File: src/rtl/udiv_pkg.sv
`timescale 1ns / 1ps

package udiv_pkg;

  // Operand and result geometry.
  localparam int unsigned DivBits  = 128;
  localparam int unsigned HalfBits = DivBits / 2;

  // Items the block can hold at once: input register, one register per
  // bit step, and two output slots.
  localparam int unsigned MaxInFlight = DivBits + 3;
  localparam int unsigned InFlightW   = $clog2(MaxInFlight + 1);

  // Payload carried down the bit-step pipeline. The dividend bits leave
  // nq at the top while quotient bits enter at the bottom.
  typedef struct packed {
    logic                 dbz;
    logic [DivBits-1:0]   nq;
    logic [DivBits-1:0]   rem;
    logic [DivBits-1:0]   dvs;
  } stage_t;

  // One finished result.
  typedef struct packed {
    logic [HalfBits-1:0]  quotient_high;
    logic [HalfBits-1:0]  quotient_low;
    logic [HalfBits-1:0]  remainder_high;
    logic [HalfBits-1:0]  remainder_low;
    logic                 divide_by_zero;
  } rsp_t;

endpackage

File: src/rtl/udiv_outq.sv
`timescale 1ns / 1ps

module udiv_outq (
  input  logic            clk,
  input  logic            rst_n,
  input  logic            push,
  input  udiv_pkg::rsp_t  wr_data,
  output logic            full,
  output logic            rd_valid,
  input  logic            rd_ready,
  output udiv_pkg::rsp_t  rd_data
);

  logic [1:0]     cnt_r;
  logic [1:0]     cnt_nxt;
  logic [1:0]     cnt_after;
  logic           pop;
  udiv_pkg::rsp_t head_r;
  udiv_pkg::rsp_t head_nxt;
  udiv_pkg::rsp_t tail_r;
  udiv_pkg::rsp_t tail_nxt;

  assign pop = rd_valid && rd_ready;

  // A push never arrives while both slots are occupied.
  always_comb begin
    cnt_after = cnt_r - {1'b0, pop};
    cnt_nxt   = cnt_after + {1'b0, push};
    head_nxt  = head_r;
    tail_nxt  = tail_r;
    if (pop) begin
      head_nxt = tail_r;
    end
    if (push) begin
      if (cnt_after == 2'd0) begin
        head_nxt = wr_data;
      end else begin
        tail_nxt = wr_data;
      end
    end
  end

  always_ff @(posedge clk) begin
    if (!rst_n) begin
      cnt_r <= 2'd0;
    end else begin
      cnt_r <= cnt_nxt;
    end
  end

  always_ff @(posedge clk) begin
    head_r <= head_nxt;
    tail_r <= tail_nxt;
  end

  assign full     = (cnt_r == 2'd2);
  assign rd_valid = (cnt_r != 2'd0);
  assign rd_data  = head_r;

endmodule

File: config.mk
export PLATFORM = sky130hd
export DESIGN_NAME = udiv_outq
export DESIGN_NICKNAME = d
export VERILOG_FILES = /design/src/rtl/udiv_pkg.sv /design/src/rtl/udiv_outq.sv
export SDC_FILE = /design/constraint.sdc
export NUM_CORES = 1
export LEC_CHECK = 0
export ABC_CLOCK_PERIOD_IN_PS = 12650
export BUFFER_PORTS_ARGS = -buffer_cell sky130_fd_sc_hd__buf_4
export CAP_MARGIN = 20
export CORE_ASPECT_RATIO = 0.5
export CORE_MARGIN = 4
export CORE_UTILIZATION = 57
export CTS_CLUSTER_DIAMETER = 30
export DETAILED_ROUTE_END_ITERATION = 10
export PLACE_DENSITY = 0.85
export SLEW_MARGIN = 20
export SYNTH_ARGS = -nofsm -noshare
export SYNTH_HDL_FRONTEND = slang
export SYNTH_SLANG_ARGS = --single-unit
File: constraint.sdc
create_clock -name clk -period 12.65 [get_ports clk]
set_input_delay 0.6325 -clock clk [delete_from_list [all_inputs] [get_ports clk]]
set_output_delay 0.6325 -clock clk [all_outputs]
set_load 0.05 [all_outputs]
==> impl_metrics.tcl <==
set metrics [dict create \
    p_per_area_nw_per_um2 195 \
    detailed_place_hpwl_um 33600 \
    clock_latency_ns 0.57 \
    syn_nets 1363 \
    die_x_um 273 \
    hold_viol_final 0 \
    ir_worst_vdd_uv 109 \
    clk_pin_slew_worst_paths_ns 0.07 \
    io_buffers 519 \
    wl_per_cell_um 22.3 \
    grt_pass1_vias 12400 \
    post-route-util 0.757 \
    drtAntennaViolNets 0 \
    synth_warnings 0 \
    layout_setup_ws_ns 8.52 \
    cts.repair.resized 0 \
    p_leak_nw 11.2 \
    arrival_ns 4.59 \
    core.rowCount 48 \
    num-nets-final 1894 \
    min_period_ns 4.13 \
    drv_cap 0 \
    layout-drive-gt1-share 0.680 \
    cts_tree "yes" \
    die-area_um2 38500 \
    fin_crit_sh 0.326 \
    vias 11400 \
    cts-root-buf "clkbuf_16" \
    cts_hold_buf 0 \
    max_slew_margin 0.245 \
    hold-path-endpoint "tail_r[235]" \
    r2r_start "cnt_r[0]" \
    gp_congestion 0.823 \
    antenna_found_initial 3 \
    start_util 0.581 \
    via_per_inst 5.27 \
    layout_common_cells "buf_4, mux2_2, dfxtp_1" \
    grt.total_usage 0.238 \
    dr.pass1.iters 4 \
    syn_area_per_cell_um2 18.2 \
    crit_required_ns 13.11 \
    min_from "wr_data[235]" \
    first_iter_violations 632 \
    synthCells 1101 \
    fmax_mhz 242 \
    min_path_cells 1 \
    rrSetupSlack_ns 8.52 \
    p_switching_w 0.00160 \
    tns_ns 0 \
    crit_type "flop to flop" \
    cts_made_buffers 56 \
    power_w 0.00509 \
    intPower_w 0.00349 \
    p_seq_frac 0.400 \
    reg2reg_to "rd_data[255]" \
    h-tree-depth 2 \
    drc 0 \
    gr-total-overflow 0 \
    ys_ff_latch 516 \
    post_cts_buffers 0 \
    design.core.area_um2 34600 \
    finalSetupViolCount 0 \
    die_h_um 141 \
    grt_pass1_wl_um 71000 \
    slew_viol_final 0 \
    crit_path_max_fanout 58 \
    comb_power_share 0.277 \
    hold_path.class "input pin to flop" \
    reg2regPathDepth 5 \
    syn_to_final_growth_pct 30.3 \
    clock-sinks 516 \
    rsz0062_at_grt "false" \
    grt_max_degree 163 \
    outcome "finished clean" \
    power.share.clock 0.323 \
    yosysSeqAreaShare 0.642 \
    start_kind "flop" \
    syn_area_um2 20100 \
    final_common_cell "buf_4" \
    preCtsSetupSlack_ns 8.25 \
    pin_count 520 \
    cts_buffer_depth 3 \
    drt_wl_total_um 48200 \
    crit_path_end_kind "flop" \
    synth.distinct_cells 20 \
    tightest_slew_ns 1.13 \
    switching_share 0.314 \
    clock_skew_ns 0.0204 \
]
[registers in the layout (all words and copies together), names as in the netlist]
register,flops
cnt_r,2
rd_data,257
tail_r,257
[worst max-delay path, stage by stage, from the launching register on]
cell	delay, ns
dfxtp_1	0.43
nor2b_1	0.29
or3b_4	0.87
buf_4	0.93
buf_4	0.90
mux2_2	0.41
[logic make-up (layout without fill, tap and decap cells)]
logic type	after synthesis	after routing	synth area share
AOI/OAI and AO/OA	5	5	0.00162
adders and majority gates	1	1	0.000623
buffers and inverters	58	637	0.0222
DFF	516	516	0.642
muxes	514	514	0.331
other	0	3	0
and+or+nand+nor	7	7	0.00218
[synth_stat cells, drive strengths merged]
cell type  count  area share
clkbuf         4     0.00075
o21ai          2     0.00050
buf           53       0.021
edfxtp       257        0.38
o21a           1     0.00037
a21boi         1     0.00037
ha             1     0.00062
nor2b          2     0.00062
or3            1     0.00031
or2            1     0.00031
mux2         514        0.33
nor2           1     0.00019
dfxtp        259        0.26
and2           1     0.00031
or3b           1     0.00044
a21o           1     0.00037
inv            1     0.00019
[stage by stage]
step / hold slack, ns / instance area [um^2] / cells
after floorplan: 0.572 / 20100 / 1101
after CTS: 0.206 / 26100 / 2154
after global placement: 0.579 / 24200 / 2048
final: 0.241 / 26200 / 2158
after global routing: 0.206 / 26200 / 2158
after detailed placement: 0.587 / 24200 / 2048
[how the worst max path moves through the flow]
stage                         from  slack, ns           end  depth (start not counted)
final                     cnt_r[0]       8.52  rd_data[255]                          5
after global routing      cnt_r[0]       8.34  rd_data[255]                          5
after CTS                 cnt_r[0]       8.53  rd_data[255]                          5
after detailed placement  rd_ready       8.25  rd_data[255]                          6
after global placement    rd_ready       8.30  rd_data[255]                          6
after floorplan           rd_ready       5.54     tail_r[0]                          2
[power by group through the flow]
| stage | Clock, W | Sequential, W | Combinational, W |
|---|---|---|---|
| floorplan | 0 | 0.00260 | 0.000465 |
| detailed placement | 0 | 0.00207 | 0.00141 |
| CTS | 0.00168 | 0.00204 | 0.00142 |
| finish | 0.00164 | 0.00204 | 0.00141 |
| global route | 0.00175 | 0.00206 | 0.00146 |
| global placement | 0 | 0.00206 | 0.00138 |
[per-layer routing]
metal | GRT usage | share of wire | up-vias
met5 | 0 | 0 | -
met4 | 0.116 | 0.053 | 0
met3 | 0.0486 | 0.041 | 151
met2 | 0.458 | 0.55 | 315
met1 | 0.249 | 0.35 | 5724
li1 | - | - | 5188
[area by class of cell]
| cell class | count | area (um^2) |
|---|---|---|
| Sequential cell | 516 | 12900 |
| Fill cell | 2092 | 8410 |
| Multi-Input combinational cell | 527 | 6760 |
| Timing Repair Buffer | 530 | 4010 |
| Clock buffer | 74 | 1550 |
| Tap cell | 475 | 594 |
| Clock inverter | 32 | 347 |
| Antenna cell | 3 | 7.51 |
| Inverter | 1 | 3.75 |
No activity file was read; power rests on OpenSTA's default activity.
