File: config.mk
export PLATFORM = sky130hd
export DESIGN_NAME = udiv_step
export DESIGN_NICKNAME = d
export VERILOG_FILES = /design/src/rtl/udiv_pkg.sv /design/src/rtl/udiv_step.sv
export SDC_FILE = /design/constraint.sdc
export NUM_CORES = 1
export LEC_CHECK = 0
export BUFFER_PORTS_ARGS = -buffer_cell sky130_fd_sc_hd__buf_4
export CAP_MARGIN = 30
export CORE_AREA = 2 2 300 302
export DETAILED_ROUTE_END_ITERATION = 8
export DIE_AREA = 0 0 302 304
export GPL_TIMING_DRIVEN = 0
export SLEW_MARGIN = 20
export SYNTH_ARGS = -nofsm -noshare
export SYNTH_HDL_FRONTEND = slang
export SYNTH_SLANG_ARGS = --single-unit
File: constraint.sdc
create_clock -name clk -period 9.7 [get_ports clk]
set_input_delay 0.97 -clock clk [delete_from_list [all_inputs] [get_ports clk]]
set_output_delay 0.97 -clock clk [all_outputs]
set_load 0.03 [all_outputs]
File: src/rtl/udiv_pkg.sv
`timescale 1ns / 1ps

package udiv_pkg;

  // Operand and result geometry.
  localparam int unsigned DivBits  = 128;
  localparam int unsigned HalfBits = DivBits / 2;

  // Items the block can hold at once: input register, one register per
  // bit step, and two output slots.
  localparam int unsigned MaxInFlight = DivBits + 3;
  localparam int unsigned InFlightW   = $clog2(MaxInFlight + 1);

  // Payload carried down the bit-step pipeline. The dividend bits leave
  // nq at the top while quotient bits enter at the bottom.
  typedef struct packed {
    logic                 dbz;
    logic [DivBits-1:0]   nq;
    logic [DivBits-1:0]   rem;
    logic [DivBits-1:0]   dvs;
  } stage_t;

  // One finished result.
  typedef struct packed {
    logic [HalfBits-1:0]  quotient_high;
    logic [HalfBits-1:0]  quotient_low;
    logic [HalfBits-1:0]  remainder_high;
    logic [HalfBits-1:0]  remainder_low;
    logic                 divide_by_zero;
  } rsp_t;

endpackage

File: src/rtl/udiv_step.sv
`timescale 1ns / 1ps

module udiv_step (
  input  logic             clk,
  input  logic             rst_n,
  input  logic             en,
  input  logic             in_valid,
  input  udiv_pkg::stage_t in_stage,
  output logic             out_valid,
  output udiv_pkg::stage_t out_stage
);

  logic [udiv_pkg::DivBits:0] part;
  logic [udiv_pkg::DivBits:0] diff;
  logic                       ge;
  udiv_pkg::stage_t           stage_nxt;
  logic                       valid_r;
  udiv_pkg::stage_t           stage_r;

  // The top bit of part is the carry out of the shift; a negative
  // difference means the partial remainder is below the divisor.
  always_comb begin
    part = {in_stage.rem, in_stage.nq[udiv_pkg::DivBits-1]};
    diff = part - {1'b0, in_stage.dvs};
    ge   = ~diff[udiv_pkg::DivBits];

    stage_nxt     = in_stage;
    stage_nxt.rem = ge ? diff[udiv_pkg::DivBits-1:0] : part[udiv_pkg::DivBits-1:0];
    stage_nxt.nq  = {in_stage.nq[udiv_pkg::DivBits-2:0], ge};
  end

  always_ff @(posedge clk) begin
    if (!rst_n) begin
      valid_r <= 1'b0;
    end else if (en) begin
      valid_r <= in_valid;
    end
  end

  always_ff @(posedge clk) begin
    if (en && in_valid) begin
      stage_r <= stage_nxt;
    end
  end

  assign out_valid = valid_r;
  assign out_stage = stage_r;

endmodule

==> flow_summary_export.csv <==
group,metric,value,unit
outcome,status,"finished, final reports clean",
sta,period_needed,6060,ps
global_routing,track_usage,22.7,%
floorplanning,row_count,110,
placed_design,routabilityCongestion,0.947,
routing,routedWlPerCell,25.3,um
synthesis,ys_types,73,
global_routing,grt_pass1_wl,150000,um
placed_design,placed_area,29800,um2
hold_path,min_path_type,"in -> reg",
floorplanning,die_w,302,um
flow_run,maxCapViolations,0,
routing,post-route-drc-count,0,
clocking,cts-root-buf,"clkbuf_16",
clocking,cts.sinks,386,
critical_path,critPathRequiredTime,10110,ps
critical_path,start_kind,"input port",
sta,finalCritPeriodShare,62.5,%
global_routing,grt_pass1_vias,20800,
clocking,cts_hold_buf,0,
placed_design,numPortBuffers,774,
sta,final.setup.tns,0,ps
synthesis,postSynthAreaPerCell,10.0,um2
floorplanning,die_height,304,um
synthesis,synth_top_area_cell,"edfxtp_1",
power_and_ir_drop,power_density,172,nW/um2
floorplanning,boundaryPins,775,
synthesis,ys_async_sr_fraction,0,%
synthesis,synth_nets,2746,
sta,fmax,0.165,GHz
synthesis,synthFlopType,"edfxtp_1",
clocking,ctsResizeCount,0,
cells_and_area,fin_area,31300,um2
clocking,clk_pin_slew_worst_paths,70,ps
critical_path,r2r_setup_slack,9020,ps
routing,antenna_left,0,
power_and_ir_drop,leakagePower,12.9,nW
critical_path,ff2ff_path_depth,2,
critical_path,rr_endpoint,"out_valid$_SDFFE_PN0P_",
routing,drtIter0Drc,1295,
synthesis,ys.warnings.count,0,
clocking,h-tree-depth,2,
clocking,cts_tree,"done",
hold_path,whs_path_depth,1,
cells_and_area,nets,3578,
sta,relSlewSlack,38.3,%
critical_path,cp.arrival,6480,ps
floorplanning,core,89000,um2
routing,wl,108000,um
hold_path,min_to,"out_stage[364]$_DFFE_PP_",
power_and_ir_drop,totalPowerFinal,5.37,mW
sta,hold_viol_final,0,
sta,finalSetupViolCount,0,
sta,final-max-slew-violation-count,0,
hold_path,hp-start,"in_stage[363]",
floorplanning,initial_core_util,25.1,%
synthesis,yosysSeqAreaShare,51.9,%
routing,vias_per_cell,4.88,
critical_path,end_kind,"flop",
critical_path,critical_path_class,"in -> reg",
synthesis,syn_inst,2228,
clocking,cts_buffer_depth,3,
placed_design,dpl.hpwl,90600,um
critical_path,cp_max_fo,11,
cells_and_area,layout-drive-gt1-share,29.0,%
global_routing,grt_max_degree,58,
power_and_ir_drop,peakVddDrop,0.120,mV
clocking,postCtsSetupRepairBufs,0,
sta,fin_skew,0,ps
synthesis,synth_edf_count,385,
cells_and_area,syn2layout_area_growth,40.2,%
routing,dr.pass1.iters,5,
critical_path,worstReg2RegStart,"out_valid$_SDFFE_PN0P_",
synthesis,synth_seq_cells,386,
synthesis,synthTopCellsByArea,"edfxtp_1 (52%), ha_1 (7.2%), nand2_1 (5.1%), a21oi_1 (4.8%), o21ai_0 (4.8%)",
sta,grt_setup_unrepaired,"false",
routing,vias,20900,
clocking,insertion_delay,650,ps
global_routing,antenna_found_initial,6,
synthesis,synthesis.area,22300,um2
clocking,cts_buffers,46,
floorplanning,die-area,91800,um2
sta,worst_hold_slack,482,ps
global_routing,overflow,0,
synthesis,synth_top_area_share,51.8,%
sta,max_slew.worst_pin.slew,912,ps
[report_power, final]
part	internal, mW	leakage [nW]	switching, mW
registers	2.01	3.60	0.0385
logic	0.543	8.60	1.03
clock network	0.969	0.702	0.774
total	3.52	12.9	1.84
[cells in the mapped netlist (5+ instances only)]
library cell and instances:
xor2_1 44, o21a_1 21, o21ai_0 214, o31ai_1 14, edfxtp_1 385, a211oi_1 11, a211o_1 5, a31oi_1 11
nand2b_1 14, ha_1 128, buf_2 16, nor3_1 40, inv_1 161, or2_2 9, and2_1 7, nor2b_1 11
and3_1 8, or4_1 5, nand2_1 302, a21oi_1 216, o2111ai_1 7, a21o_1 52, a21boi_0 14, or3_1 12
xnor2_1 66, o211ai_1 13, clkbuf_1 78, a221oi_1 5, o21bai_1 37, o21ai_1 22, nor4_1 10, nand3_1 17
nand4_1 76, nor2_1 127
[sequential cells by signal, indices dropped and copies added (netlist names)]
name and cells:
out_stage 385, out_valid 1
[how the worst max path moves through the flow]
stage | slack, ps | endpoint | start | cells past startpoint
finish | 3640 | out_stage[242]$_DFFE_PP_ | in_stage[0] | 19
global route | 3400 | out_stage[242]$_DFFE_PP_ | in_stage[0] | 19
CTS | 3520 | out_stage[242]$_DFFE_PP_ | in_stage[0] | 19
detailed placement | 2900 | out_stage[242]$_DFFE_PP_ | in_stage[0] | 19
global placement | 990 | out_stage[224]$_DFFE_PP_ | en | 2
floorplan | 3550 | out_stage[0]$_DFFE_PP_ | en | 1
[cell type report]
type                            instances  area [um2]
Fill cell                            9169       57800
Clock inverter                         25         272
Inverter                              162         608
Clock buffer                           58        1200
Buffer                                100         429
Sequential cell                       386       11600
Timing Repair Buffer                  784        6020
Tap cell                             1176        1470
Antenna cell                            2        5.00
Multi-Input combinational cell       1580        9700
[critical path, cell delays in order]
cell and delay, ps:
buf_4 110, ha_1 210, fa_1 400, nand2b_1 210, a21oi_2 180, o21ai_2 140
a211oi_2 370, o2111ai_1 240, a2111o_1 630, a2111oi_4 570, a22o_1 400, or2_1 170
buf_6 180, buf_6 220, buf_6 240, buf_4 340, buf_2 470, nand2_1 210
o31ai_1 150
[layer usage]
layer	part of all wire, %	GRT usage [%]	vias up
met1	37	24.8	10100
met3	7.6	5.75	107
met4	3.3	7.46	6
met2	52	42.1	750
li1	-	-	9852
met5	0.033	0	-
[kinds of logic after synthesis]
kind of cell	count (synthesis)	share of synthesized area, %
AO/OA/AOI/OAI	686	18.5
XOR/XNOR	110	4.32
adder cells (fa/ha/maj)	129	7.27
buffers and inverters	262	4.65
flip-flops	386	51.9
multiplexers	2	0.101
AND/OR/NAND/NOR	653	13.3
[cells in the final DEF (no fill, tap or decap), types with 7 or more instances in the layout]
| master | synthesis | final |
|---|---|---|
| buf_4 | 3 | 777 |
| edfxtp_1 | 385 | 385 |
| nand2_1 | 302 | 302 |
| a21oi_1 | 216 | 216 |
| o21ai_0 | 214 | 214 |
| inv_1 | 161 | 161 |
| ha_1 | 128 | 128 |
| nor2_1 | 127 | 127 |
| clkbuf_1 | 78 | 90 |
| nand4_1 | 76 | 76 |
| xnor2_1 | 66 | 66 |
| a21o_1 | 52 | 52 |
| clkbuf_16 | 0 | 46 |
| xor2_1 | 44 | 44 |
| nor3_1 | 40 | 40 |
| o21bai_1 | 37 | 37 |
| o21ai_1 | 22 | 22 |
| o21a_1 | 21 | 21 |
| buf_2 | 16 | 17 |
| nand3_1 | 17 | 17 |
| a21boi_0 | 14 | 14 |
| nand2b_1 | 14 | 14 |
| o31ai_1 | 14 | 14 |
| o211ai_1 | 13 | 13 |
| or3_1 | 12 | 12 |
| a211oi_1 | 11 | 11 |
| nor2b_1 | 11 | 11 |
| a31oi_1 | 11 | 11 |
| nor4_1 | 10 | 10 |
| or2_2 | 9 | 9 |
| and3_1 | 8 | 8 |
| o2111ai_1 | 7 | 7 |
| buf_16 | 0 | 7 |
[stage by stage]
step / worst slack (ps) / util (%) / std cells
2_1_floorplan: 3550 / - / 2228
3_3_place_gp: 990 / 33.2 / 4178
3_5_place_dp: 2900 / 33.5 / 4188
4_1_cts: 3520 / 35.1 / 4271
5_1_grt: 3400 / 35.1 / 4271
6_report: 3640 / 35.1 / 4273
Note: power is estimated with default switching activity, not from simulation.
